<file path="config.mk">
export PLATFORM = sky130hd
export DESIGN_NAME = biquad_cascade_equalizer_core
export DESIGN_NICKNAME = d
export VERILOG_FILES = /design/src/rtl/bqe_pkg.sv /design/src/rtl/biquad_cascade_equalizer_core.sv /design/src/rtl/bqe_ram.sv /design/src/rtl/bqe_cfg.sv /design/src/rtl/bqe_mac.sv
export SDC_FILE = /design/constraint.sdc
export NUM_CORES = 2
export LEC_CHECK = 0
export ABC_AREA = 1
export BUFFER_PORTS_ARGS = -buffer_cell sky130_fd_sc_hd__buf_2
export CAP_MARGIN = 20
export CORE_ASPECT_RATIO = 1.2
export CORE_MARGIN = 3
export CORE_UTILIZATION = 24
export CTS_BUF_LIST = sky130_fd_sc_hd__clkbuf_8
export DETAILED_ROUTE_END_ITERATION = 8
export SLEW_MARGIN = 15
export SYNTH_ARGS = -nofsm -noshare
export SYNTH_HDL_FRONTEND = slang
export SYNTH_SLANG_ARGS = --single-unit
</file>
<file path="constraint.sdc">
create_clock -name clk -period 9 [get_ports clk]
set_input_delay 0.45 -clock clk [delete_from_list [all_inputs] [get_ports clk]]
set_output_delay 0.45 -clock clk [all_outputs]
set_load 0.02 [all_outputs]
</file>
<file path="src/rtl/bqe_pkg.sv">
// ----------------------------------------------------------------------------
// bqe_pkg
// Shared types and constants of the biquad cascade equalizer: coefficient
// packing, configuration register map and the shared MAC unit controls.
// ----------------------------------------------------------------------------
`timescale 1ns / 1ps

package bqe_pkg;

	// Default sizing, handed to the top level parameters
	localparam int BANDS_DEF        = 3;
	localparam int CHANNELS_DEF     = 2;
	localparam int SAMPLE_WIDTH_DEF = 24;

	// Coefficient format: Q4.17, three per 63-bit register
	localparam int COEF_BITS   = 21;
	localparam int COEF_FRAC   = 17;
	localparam int COEF_REGS   = 5;
	localparam int COEFS_PER   = 3;
	localparam int NCOEFS      = COEF_REGS * COEFS_PER;
	localparam int COEF_IDX_W  = $clog2(NCOEFS);
	localparam int TERMS       = 5;
	localparam int TERM_W      = 3;

	// Delay terms
	localparam int DELAY_W     = 32;

	// Configuration port
	localparam int CFG_IDX_W   = 3;
	localparam int CFG_DATA_W  = COEF_BITS * COEFS_PER;
	localparam int ACTIVE_W    = 2;
	localparam int unsigned ACTIVE_MAX = 2;

	typedef enum logic [CFG_IDX_W-1:0] {
		REG_COEF0  = 3'd0,
		REG_COEF1  = 3'd1,
		REG_COEF2  = 3'd2,
		REG_COEF3  = 3'd3,
		REG_COEF4  = 3'd4,
		REG_ACTIVE = 3'd5
	} cfg_reg_t;

	// Reset: b0 = 1.0 in every band, everything else zero
	localparam logic [CFG_DATA_W-1:0] COEF_RST [COEF_REGS] = '{
		63'd131072,
		63'd576460752303423488,
		63'd0,
		63'd274877906944,
		63'd0
	};
	localparam logic [ACTIVE_W-1:0] ACTIVE_RST = 2'd2;

	// Term order inside a band
	typedef enum logic [TERM_W-1:0] {
		TERM_B0 = 3'd0,
		TERM_B1 = 3'd1,
		TERM_B2 = 3'd2,
		TERM_A1 = 3'd3,
		TERM_A2 = 3'd4
	} term_t;

	// Operation of the accumulate stage behind the shared multiplier
	typedef enum logic [2:0] {
		OP_NONE,
		OP_Y,        // y    = sat_S(r + d1)
		OP_SUM_D2,   // acc  = r + d2
		OP_D1,       // d1'  = sat32(acc - r)
		OP_SUM_ZERO, // acc  = r
		OP_D2        // d2'  = sat32(acc - r), combinational
	} mac_op_t;

	typedef struct packed {
		logic    load_x;  // take a new sample into x
		logic    step_x;  // band done: x = y
		logic    mul_y;   // multiplier operand is y instead of x
		mac_op_t op;
	} mac_ctrl_t;

endpackage

</file>
<file path="src/rtl/biquad_cascade_equalizer_core.sv">
// ----------------------------------------------------------------------------
// biquad_cascade_equalizer_core
// Three-band transposed direct form II biquad cascade on one shared MAC.
//
// Usage:
//  - Input channel (in_valid / in_stall): sample_in, channel, clear_history.
//    A transaction is taken only while the sequencer is idle.
//  - Output channel (out_valid / out_stall): sample_out, channel_out, held
//    in an output register, so a new input is taken while a result waits.
//  - Config port (cfg_we, cfg_index, cfg_data): write while idle.
//  - A filtered sample steps through ST_RD, ST_Y, ST_D1A, ST_D1B, ST_D2A
//    and ST_D2B per band on the single multiplier (read delay terms, five
//    products, write back), then ST_OUT loads the output register and
//    out_valid; the next input is taken back in ST_IDLE, so no new sample
//    is taken before the last one has left ST_OUT. A sample on an inactive
//    channel goes from ST_IDLE straight to ST_OUT.
//  - clear_history zeroes all delay terms at once through per-slot valid
//    bits; reset does the same and loads the identity coefficients.
//  - While the output is stalled with a result pending, a finished sample
//    waits in the final state and the input stays stalled.
// ----------------------------------------------------------------------------
`timescale 1ns / 1ps

module biquad_cascade_equalizer_core #(
	parameter int BANDS        = bqe_pkg::BANDS_DEF,
	parameter int CHANNELS     = bqe_pkg::CHANNELS_DEF,
	parameter int SAMPLE_WIDTH = bqe_pkg::SAMPLE_WIDTH_DEF
) (
	input  logic                           clk,
	input  logic                           arst_n,
	// input transactions
	input  logic                           in_valid,
	output logic                           in_stall,
	input  logic signed [SAMPLE_WIDTH-1:0] sample_in,
	input  logic                           channel,
	input  logic                           clear_history,
	// output transactions
	output logic                           out_valid,
	input  logic                           out_stall,
	output logic signed [SAMPLE_WIDTH-1:0] sample_out,
	output logic                           channel_out,
	// configuration writes
	input  logic                           cfg_we,
	input  logic [bqe_pkg::CFG_IDX_W-1:0]  cfg_index,
	input  logic [bqe_pkg::CFG_DATA_W-1:0] cfg_data
);
	import bqe_pkg::*;

	localparam int SLOTS  = BANDS * CHANNELS;
	localparam int SLOT_W = (SLOTS > 1) ? $clog2(SLOTS) : 1;
	localparam int BAND_W = (BANDS > 1) ? $clog2(BANDS) : 1;
	localparam int RAM_W  = 2 * DELAY_W;

	typedef enum logic [2:0] {
		ST_IDLE,
		ST_RD,
		ST_Y,
		ST_D1A,
		ST_D1B,
		ST_D2A,
		ST_D2B,
		ST_OUT
	} state_t;

	state_t                         state_q;
	logic [BAND_W-1:0]              band_q;
	logic                           ch_q;
	logic [SLOTS-1:0]               vld_q;
	logic                           rd_vld_q;
	logic                           out_valid_q;
	logic signed [SAMPLE_WIDTH-1:0] sample_out_q;
	logic                           channel_out_q;

	logic                           accept;
	logic                           ch_active;
	logic                           out_free;
	logic [SLOT_W-1:0]              slot;
	term_t                          term;
	mac_ctrl_t                      mac_ctrl;
	logic signed [COEF_BITS-1:0]    coef;
	logic [ACTIVE_W-1:0]            active_channels;
	logic [RAM_W-1:0]               ram_rdata;
	logic signed [DELAY_W-1:0]      d1_rd;
	logic signed [DELAY_W-1:0]      d2_rd;
	logic signed [SAMPLE_WIDTH-1:0] x;
	logic signed [DELAY_W-1:0]      d1_new;
	logic signed [DELAY_W-1:0]      d2_new;
	logic                           ram_we;
	logic                           ram_re;

	// Handshake and channel qualification
	assign accept    = in_valid && !in_stall;
	assign in_stall  = (state_q != ST_IDLE);
	assign out_free  = !out_valid_q || !out_stall;
	assign ch_active = ({1'b0, channel} < active_channels)
		&& (32'(channel) < ACTIVE_MAX) && (32'(channel) < CHANNELS);
	assign slot      = SLOT_W'(int'(band_q) * CHANNELS + int'(ch_q));
	assign ram_re    = (state_q == ST_RD);
	assign ram_we    = (state_q == ST_D2B);

	// Delay terms of a slot never written since the last clear read as zero
	assign d1_rd = rd_vld_q ? $signed(ram_rdata[RAM_W-1:DELAY_W]) : '0;
	assign d2_rd = rd_vld_q ? $signed(ram_rdata[DELAY_W-1:0]) : '0;

	// Coefficient and MAC control for each sequencer step
	always_comb begin
		mac_ctrl        = '0;
		mac_ctrl.load_x = accept;
		mac_ctrl.op     = OP_NONE;
		term            = TERM_B0;
		unique case (state_q) inside
			ST_RD: begin
				term = TERM_B0;
			end
			ST_Y: begin
				term        = TERM_B1;
				mac_ctrl.op = OP_Y;
			end
			ST_D1A: begin
				term           = TERM_A1;
				mac_ctrl.mul_y = 1'b1;
				mac_ctrl.op    = OP_SUM_D2;
			end
			ST_D1B: begin
				term        = TERM_B2;
				mac_ctrl.op = OP_D1;
			end
			ST_D2A: begin
				term           = TERM_A2;
				mac_ctrl.mul_y = 1'b1;
				mac_ctrl.op    = OP_SUM_ZERO;
			end
			ST_D2B: begin
				mac_ctrl.op     = OP_D2;
				mac_ctrl.step_x = 1'b1;
			end
			ST_IDLE, ST_OUT: begin
			end
			default: begin
			end
		endcase
	end

	// Sequencer, valid bits and output register
	always_ff @(posedge clk or negedge arst_n) begin
		if (!arst_n) begin
			state_q       <= ST_IDLE;
			band_q        <= '0;
			ch_q          <= 1'b0;
			vld_q         <= '0;
			rd_vld_q      <= 1'b0;
			out_valid_q   <= 1'b0;
			sample_out_q  <= '0;
			channel_out_q <= 1'b0;
		end else begin
			// Output valid: set from the final state, cleared when taken
			if (state_q == ST_OUT && out_free) begin
				out_valid_q <= 1'b1;
			end else if (!out_stall) begin
				out_valid_q <= 1'b0;
			end
			unique case (state_q)
				ST_IDLE: begin
					if (accept) begin
						ch_q   <= channel;
						band_q <= '0;
						if (clear_history) begin
							vld_q <= '0;
						end
						state_q <= ch_active ? ST_RD : ST_OUT;
					end
				end
				ST_RD: begin
					rd_vld_q <= vld_q[slot];
					state_q  <= ST_Y;
				end
				ST_Y:   state_q <= ST_D1A;
				ST_D1A: state_q <= ST_D1B;
				ST_D1B: state_q <= ST_D2A;
				ST_D2A: state_q <= ST_D2B;
				ST_D2B: begin
					vld_q[slot] <= 1'b1;
					if (band_q == BAND_W'(BANDS - 1)) begin
						state_q <= ST_OUT;
					end else begin
						band_q  <= band_q + 1'b1;
						state_q <= ST_RD;
					end
				end
				ST_OUT: begin
					if (out_free) begin
						sample_out_q  <= x;
						channel_out_q <= ch_q;
						state_q       <= ST_IDLE;
					end
				end
				default: state_q <= ST_IDLE;
			endcase
		end
	end

	assign out_valid   = out_valid_q;
	assign sample_out  = sample_out_q;
	assign channel_out = channel_out_q;

	bqe_cfg #(
		.BANDS (BANDS)
	) u_cfg (
		.clk             (clk),
		.arst_n          (arst_n),
		.cfg_we          (cfg_we),
		.cfg_index       (cfg_index),
		.cfg_data        (cfg_data),
		.band            (band_q),
		.term            (term),
		.coef            (coef),
		.active_channels (active_channels)
	);

	bqe_mac #(
		.SAMPLE_WIDTH (SAMPLE_WIDTH)
	) u_mac (
		.clk    (clk),
		.ctrl   (mac_ctrl),
		.coef   (coef),
		.sample (sample_in),
		.d1_rd  (d1_rd),
		.d2_rd  (d2_rd),
		.x      (x),
		.d1_new (d1_new),
		.d2_new (d2_new)
	);

	// Delay terms: {delay_one, delay_two} per slot
	bqe_ram #(
		.WIDTH (RAM_W),
		.DEPTH (SLOTS)
	) u_delay_ram (
		.clk   (clk),
		.we    (ram_we),
		.waddr (slot),
		.wdata ({d1_new, d2_new}),
		.re    (ram_re),
		.raddr (slot),
		.rdata (ram_rdata)
	);

`ifndef SYNTHESIS
	// A clear request leaves no slot holding old history
	a_clear_history: assert property (@(posedge clk) disable iff (!arst_n)
		(accept && clear_history) |=> (vld_q == '0))
		else $error("delay history not cleared");

	// A result appears only from the final sequencer state
	a_out_source: assert property (@(posedge clk) disable iff (!arst_n)
		$rose(out_valid) |-> $past(state_q == ST_OUT))
		else $error("output loaded outside final state");

	// The band counter stays within the cascade while busy
	a_band_range: assert property (@(posedge clk) disable iff (!arst_n)
		(state_q != ST_IDLE) |-> (int'(band_q) < BANDS))
		else $error("band counter out of range");

	// A pending result is not overwritten while stalled
	a_out_hold: assert property (@(posedge clk) disable iff (!arst_n)
		(out_valid && out_stall) |=> $stable(sample_out) && $stable(channel_out))
		else $error("stalled result overwritten");
`endif

endmodule

</file>
<file path="src/rtl/bqe_ram.sv">
// ----------------------------------------------------------------------------
// bqe_ram
// Generic single write port, single read port RAM with registered read.
// ----------------------------------------------------------------------------
`timescale 1ns / 1ps

module bqe_ram #(
	parameter int WIDTH = 64,
	parameter int DEPTH = 6,
	parameter int ADDR_W = (DEPTH > 1) ? $clog2(DEPTH) : 1
) (
	input  logic              clk,
	input  logic              we,
	input  logic [ADDR_W-1:0] waddr,
	input  logic [WIDTH-1:0]  wdata,
	input  logic              re,
	input  logic [ADDR_W-1:0] raddr,
	output logic [WIDTH-1:0]  rdata
);

	logic [WIDTH-1:0] mem_q [DEPTH];

	// Write port and registered read port
	always_ff @(posedge clk) begin
		if (we) begin
			mem_q[waddr] <= wdata;
		end
		if (re) begin
			rdata <= mem_q[raddr];
		end
	end

endmodule

</file>
<file path="src/rtl/bqe_cfg.sv">
// ----------------------------------------------------------------------------
// bqe_cfg
// Configuration registers and coefficient selection for one band and term.
// ----------------------------------------------------------------------------
`timescale 1ns / 1ps

module bqe_cfg #(
	parameter int BANDS  = bqe_pkg::BANDS_DEF,
	parameter int BAND_W = (BANDS > 1) ? $clog2(BANDS) : 1
) (
	input  logic                                  clk,
	input  logic                                  arst_n,
	input  logic                                  cfg_we,
	input  logic [bqe_pkg::CFG_IDX_W-1:0]         cfg_index,
	input  logic [bqe_pkg::CFG_DATA_W-1:0]        cfg_data,
	input  logic [BAND_W-1:0]                     band,
	input  bqe_pkg::term_t                        term,
	output logic signed [bqe_pkg::COEF_BITS-1:0]  coef,
	output logic [bqe_pkg::ACTIVE_W-1:0]          active_channels
);
	import bqe_pkg::*;

	localparam int K_W = $clog2(BANDS * TERMS);

	logic [CFG_DATA_W-1:0] coef_q [COEF_REGS];
	logic [ACTIVE_W-1:0]   active_q;
	logic [COEF_BITS-1:0]  coefs [NCOEFS];
	logic [K_W-1:0]        k;
	logic [COEF_IDX_W-1:0] k_idx;

	// Register writes; indexes past the map are ignored
	always_ff @(posedge clk or negedge arst_n) begin
		if (!arst_n) begin
			coef_q   <= COEF_RST;
			active_q <= ACTIVE_RST;
		end else if (cfg_we) begin
			unique case (cfg_index) inside
				REG_COEF0, REG_COEF1, REG_COEF2, REG_COEF3, REG_COEF4: begin
					coef_q[cfg_index] <= cfg_data;
				end
				REG_ACTIVE: begin
					active_q <= cfg_data[ACTIVE_W-1:0];
				end
				default: begin
				end
			endcase
		end
	end

	// Unpack the fifteen coefficients, band-major order
	always_comb begin
		for (int i = 0; i < NCOEFS; i++) begin
			coefs[i] = coef_q[i / COEFS_PER][(i % COEFS_PER) * COEF_BITS +: COEF_BITS];
		end
	end

	// Coefficient k = band*5 + term; past the packed set it reads as zero
	assign k     = K_W'(int'(band) * TERMS + int'(term));
	assign k_idx = COEF_IDX_W'(k);
	assign coef  = (int'(k) < NCOEFS) ? $signed(coefs[k_idx]) : '0;

	assign active_channels = active_q;

endmodule

</file>
<file path="src/rtl/bqe_mac.sv">
// ----------------------------------------------------------------------------
// bqe_mac
// Shared multiply, round and accumulate unit of the biquad sequencer.
// One coefficient product per cycle, rounded by 17 bits, then summed and
// saturated as the sequencer asks.
// ----------------------------------------------------------------------------
`timescale 1ns / 1ps

module bqe_mac #(
	parameter int SAMPLE_WIDTH = bqe_pkg::SAMPLE_WIDTH_DEF
) (
	input  logic                                 clk,
	input  bqe_pkg::mac_ctrl_t                   ctrl,
	input  logic signed [bqe_pkg::COEF_BITS-1:0] coef,
	input  logic signed [SAMPLE_WIDTH-1:0]       sample,
	input  logic signed [bqe_pkg::DELAY_W-1:0]   d1_rd,
	input  logic signed [bqe_pkg::DELAY_W-1:0]   d2_rd,
	output logic signed [SAMPLE_WIDTH-1:0]       x,
	output logic signed [bqe_pkg::DELAY_W-1:0]   d1_new,
	output logic signed [bqe_pkg::DELAY_W-1:0]   d2_new
);
	import bqe_pkg::*;

	localparam int PW   = COEF_BITS + SAMPLE_WIDTH;
	localparam int RW   = PW - COEF_FRAC;
	localparam int MW   = (RW > DELAY_W) ? RW : DELAY_W;
	localparam int SUMW = MW + 2;

	localparam logic signed [PW-1:0]   RND    = PW'(64'sd1 <<< (COEF_FRAC - 1));
	localparam logic signed [SUMW-1:0] S_HI   = SUMW'((64'sd1 <<< (SAMPLE_WIDTH - 1)) - 64'sd1);
	localparam logic signed [SUMW-1:0] S_LO   = -S_HI - SUMW'(1);
	localparam logic signed [SUMW-1:0] D_HI   = SUMW'((64'sd1 <<< (DELAY_W - 1)) - 64'sd1);
	localparam logic signed [SUMW-1:0] D_LO   = -D_HI - SUMW'(1);

	logic signed [PW-1:0]           p_q;
	logic signed [SUMW-1:0]         acc_q;
	logic signed [SAMPLE_WIDTH-1:0] y_q;
	logic signed [SAMPLE_WIDTH-1:0] x_q;
	logic signed [DELAY_W-1:0]      d1_q;
	logic signed [SAMPLE_WIDTH-1:0] opnd;
	logic signed [PW-1:0]           rsum;
	logic signed [RW-1:0]           r;
	logic signed [SUMW-1:0]         r_ext;
	logic signed [SUMW-1:0]         d1_ext;
	logic signed [SUMW-1:0]         d2_ext;
	logic signed [SUMW-1:0]         sum_y;
	logic signed [SUMW-1:0]         sum_d2;
	logic signed [SUMW-1:0]         diff;

	function automatic logic signed [SAMPLE_WIDTH-1:0] sat_s(input logic signed [SUMW-1:0] v);
		logic signed [SAMPLE_WIDTH-1:0] res;
		if (v > S_HI) begin
			res = S_HI[SAMPLE_WIDTH-1:0];
		end else if (v < S_LO) begin
			res = S_LO[SAMPLE_WIDTH-1:0];
		end else begin
			res = v[SAMPLE_WIDTH-1:0];
		end
		return res;
	endfunction

	function automatic logic signed [DELAY_W-1:0] sat_d(input logic signed [SUMW-1:0] v);
		logic signed [DELAY_W-1:0] res;
		if (v > D_HI) begin
			res = D_HI[DELAY_W-1:0];
		end else if (v < D_LO) begin
			res = D_LO[DELAY_W-1:0];
		end else begin
			res = v[DELAY_W-1:0];
		end
		return res;
	endfunction

	// Round half up: arithmetic shift of product plus half an LSB
	assign opnd   = ctrl.mul_y ? y_q : x_q;
	assign rsum   = p_q + RND;
	assign r      = rsum[PW-1:COEF_FRAC];
	assign r_ext  = {{(SUMW - RW){r[RW-1]}}, r};
	assign d1_ext = {{(SUMW - DELAY_W){d1_rd[DELAY_W-1]}}, d1_rd};
	assign d2_ext = {{(SUMW - DELAY_W){d2_rd[DELAY_W-1]}}, d2_rd};
	assign sum_y  = r_ext + d1_ext;
	assign sum_d2 = r_ext + d2_ext;
	assign diff   = acc_q - r_ext;

	// Multiplier register and accumulate stage
	always_ff @(posedge clk) begin
		p_q <= coef * opnd;
		case (ctrl.op)
			OP_Y:        y_q   <= sat_s(sum_y);
			OP_SUM_D2:   acc_q <= sum_d2;
			OP_D1:       d1_q  <= sat_d(diff);
			OP_SUM_ZERO: acc_q <= r_ext;
			default: begin
			end
		endcase
		if (ctrl.load_x) begin
			x_q <= sample;
		end else if (ctrl.step_x) begin
			x_q <= y_q;
		end
	end

	assign x      = x_q;
	assign d1_new = d1_q;
	assign d2_new = sat_d(diff);

endmodule
</file>
Yosys cells after proc, flatten, opt, wreduce, memory -nomap -nowiden
Memory sizes are Yosys's and may differ from the RTL's. A register that Yosys moved wholly into a read port is not among the register bits.
Index checks and enable logic that the tools add are counted.
{"block": "totals", "ff_bits": 515, "mem_bits_rw": 384, "inputBits": 97, "output_inout_bits": 27, "mem_count": 1}
{"memory": "u_delay_ram.mem_q", "depth": 6, "word_bits": 64, "rd": 1, "rd_clocked_by_memory_dff": 1, "write_ports": 1, "line_no": "bqe_ram.sv:21", "text": "logic [WIDTH-1:0] mem_q [DEPTH];"}
{"block": "classes", "addsub": 7, "n_mul": 2, "magnitude_cmp": 11, "n_eq_ne": 22, "mux": 38, "n_bitwise": 3, "n_reduce_logical": 23}
{"op": "$bwmux W315", "n": 1}
{"op": "$demux W63 S3", "n": 1}
{"op": "$mux W32", "n": 4}
{"op": "$mux W24", "n": 4}
{"op": "$bmux W21 S4", "n": 1}
{"op": "$pmux W34 S2", "n": 1}
{"op": "$add A28 B32 Y33", "n": 2}
{"op": "$mux W21", "n": 3}
{"op": "$mux W63", "n": 1}
{"op": "$add A45 B18 Y45 const B", "n": 1}
{"op": "$mul A21 B24 Y45", "n": 1}
{"op": "$gt A34 B24 Y1 const B", "n": 1}
{"op": "$gt A34 B32 Y1 const B", "n": 1}
{"op": "$lt A34 B24 Y1 const B", "n": 1}
{"op": "$lt A34 B32 Y1 const B", "n": 1}
{"op": "$sub A34 B28 Y34", "n": 1}
{"op": "$pmux W3 S8", "n": 1}
{"op": "$eq A3 B3 Y1 const B", "n": 7}
{"op": "$eq A3 B2 Y1 const B", "n": 6}
{"op": "$pmux W3 S5", "n": 1}
{"op": "$mux W3", "n": 4}
{"op": "$mux W6", "n": 2}
{"op": "$pmux W3 S4", "n": 1}
{"op": "$pmux W6 S2", "n": 1}
{"op": "33 further kinds", "n": 58}

Logic depth before layout (Yosys ltp)
{"block": "logic_depth", "ltp_word": 9, "depth_mapped": 44}

Modules after synthesis
A second synthesis with hierarchy kept.
{"block": "unflattened", "hier_cells": 7446, "area_unflattened_um2": 64509.4}
{"mod": "bqe_mac", "instances": 1, "cells_each": 3999, "area_each_um2": 30603.1}
{"mod": "bqe_ram", "instances": 1, "cells_each": 1238, "area_each_um2": 16814.9}
{"mod": "bqe_cfg", "instances": 1, "cells_each": 1852, "area_each_um2": 14734.1}
{"mod": "biquad_cascade_equalizer_core", "instances": 1, "cells_each": 357, "area_each_um2": 2357.3}

Worst setup path after synthesis
No wires, ideal clock.
{"block": "synth_timing", "path_type": "reg-to-reg", "startpoint": "register state_q[0]", "endpoint": "register u_mac.p_q[44]", "setup_time_ns": 0.121, "arrival_ns": 9.072, "t_required_ns": 8.879, "path_slack_ns": -0.193, "path_stages_with_launch": 40, "cell_sequence": "dfrtp_1 > inv_1 > nor2_2 > nand2_4 > inv_1 > clkbuf_1 > clkbuf_1 > ha_1 > inv_1 > fa_1 > inv_1 > clkbuf_1 > clkbuf_1 > o221ai_1 > o221ai_1 > nand2_1 > inv_1 > buf_2 > [... 4 more ...] > fa_1 > inv_1 > fa_1 > inv_1 > fa_1 > inv_1 > fa_1 > fa_1 > inv_1 > ha_1 > a21oi_1 > nor2_1 > nor2_1 > nor2_1 > a2111oi_0 > o221a_2 > nand2_1 > xor2_1"}
{"block": "synth_between", "elab_chain_cells": 9, "word_cells_on_any_way": 16}
{"element": "start: declaration", "line_no": "biquad_cascade_equalizer_core.sv:65", "text": "state_t state_q;"}
{"element": "start signal: assignment", "line_no": "biquad_cascade_equalizer_core.sv:170", "text": "state_q <= ch_active ? ST_RD : ST_OUT;"}
{"element": "$eq A3 B3 Y1 or $eq A3 B2 Y1 (tied branches)"}
{"element": "$pmux W3 S4", "line_no": "biquad_cascade_equalizer_core.sv:111", "text": "unique case (state_q) inside"}
{"element": "$add A4 B4 Y4", "line_no": "bqe_cfg.sv:58", "text": "assign k = K_W'(int'(band) * TERMS + int'(term));"}
{"element": "$not A4 Y5 (not written as such)", "line_no": "bqe_cfg.sv:60", "text": "assign coef = (int'(k) < NCOEFS) ? $signed(coefs[k_idx]) : '0;"}
{"element": "$bmux W21 S4", "line_no": "bqe_cfg.sv:60"}
{"element": "$mux W21 (not written as such) (2 in a row)", "line_no": "bqe_cfg.sv:60"}
{"element": "$mux W21", "line_no": "bqe_cfg.sv:60"}
{"element": "$mul A21 B24 Y45 (*)", "line_no": "bqe_mac.sv:87", "text": "p_q <= coef * opnd;"}
{"element": "end signal: assignment", "line_no": "bqe_mac.sv:87"}
{"element": "end: declaration", "line_no": "bqe_mac.sv:35", "text": "logic signed [PW-1:0] p_q;"}
Every way passes the cells marked *; elsewhere a longest branch is shown, timed or not. The select of a mux whose other input is x is not followed.
A chain may end at the register's enable or synchronous reset.

Final worst setup path
{"block": "layout_timing", "startpoint": "register state_q[0]", "endpoint": "register u_mac.p_q[32]"}
The elaborated chain is that of the path after synthesis.

==> impl_metrics.ini <==
[logic_synthesis]
avgSynthCellArea_um2 = 9.22
synthMuxAreaShare_pct = 0.433
synth_adder_area_share_pct = 21.0
synth_simple_gate_area_share_pct = 14.9
synth_compound_area_share_pct = 11.4
synthesis.area_um2 = 62400
synth_enable_flop_cells = 561
syn-instance-count = 6773
syn_nets = 7607
yosysWarnings = 0
synth-xor-area-share_pct = 1.66
synth_top_family_by_area = adder cells
synth_flop_cell = edfxtp_1
async_flop_share_pct = 37.6
ys_types = 56
ys_seq_area_share_pct = 42.2
synth-seq-cells = 946

[clock_network]
insertion_delay_ps = 920
cts_max_level = 4
cts_buffer_depth = 3
clock-root-buffer = clkbuf_8
cts_buffers = 165
cts_tree = done
clk_pin_slew_ps = 60
numClockSinks = 946

[final_layout]
area_growth_pct = 16.6
drive_gt1_share_pct = 10.1
nNetsFinal = 7947

[route]
drc = 0
drt_iter0_drc = 4001
drtAntennaViolNets = 0
dr.pass1.iters = 6
wl_per_cell_um = 18.4
vias_per_cell = 4.58
routed_wl_um = 195000
vias = 48742

[worst_setup_path]
worst_ep_required_time_ps = 9790
crit_path_top_delay_cell = fa_1
path_max_fanout = 21
start_kind = register
cp.arrival_ps = 9500
cp-end-kind = register
cpPeakStageDelay_ps = 630
path_class = register to register

[global_routing]
gr-total-overflow = 0
antenna_found_initial = 7
grt_pass1_vias = 50952
grt_pass1_wl_um = 303000
grt_max_degree = 110
grt.total_usage_pct = 14.6

[placement]
port_buffers = 123
globalplace.congestion = 0.943
preCtsSetupSlack_ps = -107
hpwl_um = 145000

[timing]
fmax_ghz = 0.115
setup_slack_ps = 288
layout_worst_path_cycle_share_pct = 96.8
hold_viol = 0
finClkSkew_ps = 54.7
rsz0062_at_grt = yes
slew_headroom_pct = 24.4
maxSlewViolCount = 0
period_needed_ps = 8710
setup_viol = 0
tightestPinTransition_ps = 1130

[floorplan]
die_w_um = 472
ioPinCount = 124
dieArea_um2 = 266000
die_y_um = 565
initial_utilization_pct = 24.2
coreArea_um2 = 258000
rows = 204

[hold_path]
hold_class = input port to register

[run_status]
run_status = complete, no violations

[job]
cap_violations = 0
==> kinds of logic (layout without fill, tap and decap cells) <==
family          after synthesis  after routing
buf+inv                    1373           1844
compound gates             1215           1215
mux                          24             24
fa+ha+maj                   737            737
xor+xnor                    118            118
other cells                   0              2
flops                       946            946
simple gates               2360           2360
==> Yosys cell counts, drive strengths merged, types with 7 or more instances <==
library cell | instances | area, um2
o22ai | 68 | 425
a32o | 64 | 641
nor2 | 484 | 1830
inv | 1081 | 4060
buf | 89 | 443
xnor2 | 40 | 350
a21oi | 283 | 1430
nand4 | 19 | 119
o21bai | 12 | 93.8
or2 | 12 | 75.1
mux2 | 24 | 270
and3 | 22 | 138
o21a | 12 | 90.1
dfxtp | 29 | 581
ha | 218 | 2730
nand3 | 107 | 546
nand2 | 1667 | 6290
a21o | 27 | 203
clkbuf | 199 | 747
o21ai | 601 | 3040
fa | 519 | 10400
o221ai | 80 | 701
nor3 | 28 | 140
nor4 | 12 | 75.1
o211ai | 23 | 173
nand3b | 7 | 52.6
xor2 | 78 | 683
dfrtp | 352 | 8810
edfxtp | 561 | 16800
a31oi | 28 | 175
==> registers in the layout, summed over array words and instances, names as in the netlist <==
register,count
u_mac.acc_q,33
u_cfg.coef_q,315
u_mac.x,24
ch_q,1
channel_out,1
u_delay_ram.rdata,64
u_delay_ram.mem_q,384
state_q,3
rd_vld_q,1
u_mac.d1_new,32
u_mac.y_q,24
sample_out,24
u_mac.p_q,29
out_valid,1
band_q,2
u_cfg.active_channels,2
vld_q,6
==> per-layer routing <==
metal	global-route usage (%)	vias to the layer above	wire length, um
met4	7.09	4	9640
li1	-	22580	-
met1	17.8	24254	79000
met2	25.6	1515	97000
met3	1.92	389	9810
met5	0	-	19
==> worst paths after layout <==
path | startpoint | end | slack [ps] | cells past startpoint
max in group asynchronous | arst_n | u_cfg.coef_q[277] | 6540 | 4
min in group asynchronous | arst_n | u_cfg.coef_q[208] | 240 | 2
worst max-delay path | state_q[0] | u_mac.p_q[32] | 290 | 36
worst min-delay path | cfg_data[1] | u_cfg.coef_q[190] | 110 | 3
worst max register to register | state_q[0] | u_mac.p_q[32] | 290 | 36
worst min register to register | sample_out[3] | sample_out[3] | 480 | 2
==> worst max-delay path, delay by kind of cell, from the launching register on <==
| family | cells | cell delay [ps] |
|---|---|---|
| fa+ha+maj | 11 | 4930 |
| buf+inv | 11 | 1430 |
| simple gates | 11 | 1400 |
| flops | 1 | 380 |
| xor+xnor | 1 | 280 |
| compound gates | 2 | 160 |
==> stage by stage <==
stage	std cells	cell area (um2)	TNS, ps	hold slack, ps	utilization [%]
floorplan	6773	62400	0	154	-
global placement	10253	68400	-77.3	461	26.5
detailed placement	10253	68400	-107	469	26.5
CTS	10642	72700	0	9.41	28.2
global route	10645	72800	-19.8	103	28.2
finish	10645	72800	0	108	28.2
==> layout make-up <==
type | count | area, um2
Fill cell | 26971 | 185000
Multi-Input combinational cell | 4454 | 31100
Sequential cell | 946 | 26300
Tap cell | 3399 | 4250
Inverter | 1085 | 4080
Timing Repair Buffer | 461 | 3650
Clock buffer | 187 | 2570
Clock inverter | 111 | 802
Antenna cell | 2 | 5.00
==> timing repair <==
| item | in CTS | in global routing |
|---|---|---|
| setup endpoints to repair | 2 | 23 |
| setup buffers | 0 | 1 |
| gates cloned | 0 | 0 |
| hold endpoints to repair | 449 | 0 |
| pin swaps | 0 | 4 |
| resized for setup | 2 | 39 |
| hold buffers | 91 | 0 |
==> layout by cell type, fill, tap and decap left out, types with 29 or more instances in the layout <==
cell type and count:
a21oi_1 276, o21ai_1 31, nand2_1 1644, o221ai_1 79, xor2_1 77, a32o_1 64, dlygate4sd3_1 91, buf_2 122
dfrtp_1 349, dfxtp_1 29, buf_4 226, ha_1 216, nor2_1 471, edfxtp_1 561, o21ai_0 562, xnor2_1 39
clkbuf_8 187, o22ai_1 68, nand3_1 105, inv_1 1120, fa_1 514
Power is left out: the tool's default activity adds up to more than one toggle a clock period on the data nets, which glitch-free logic cannot reach.
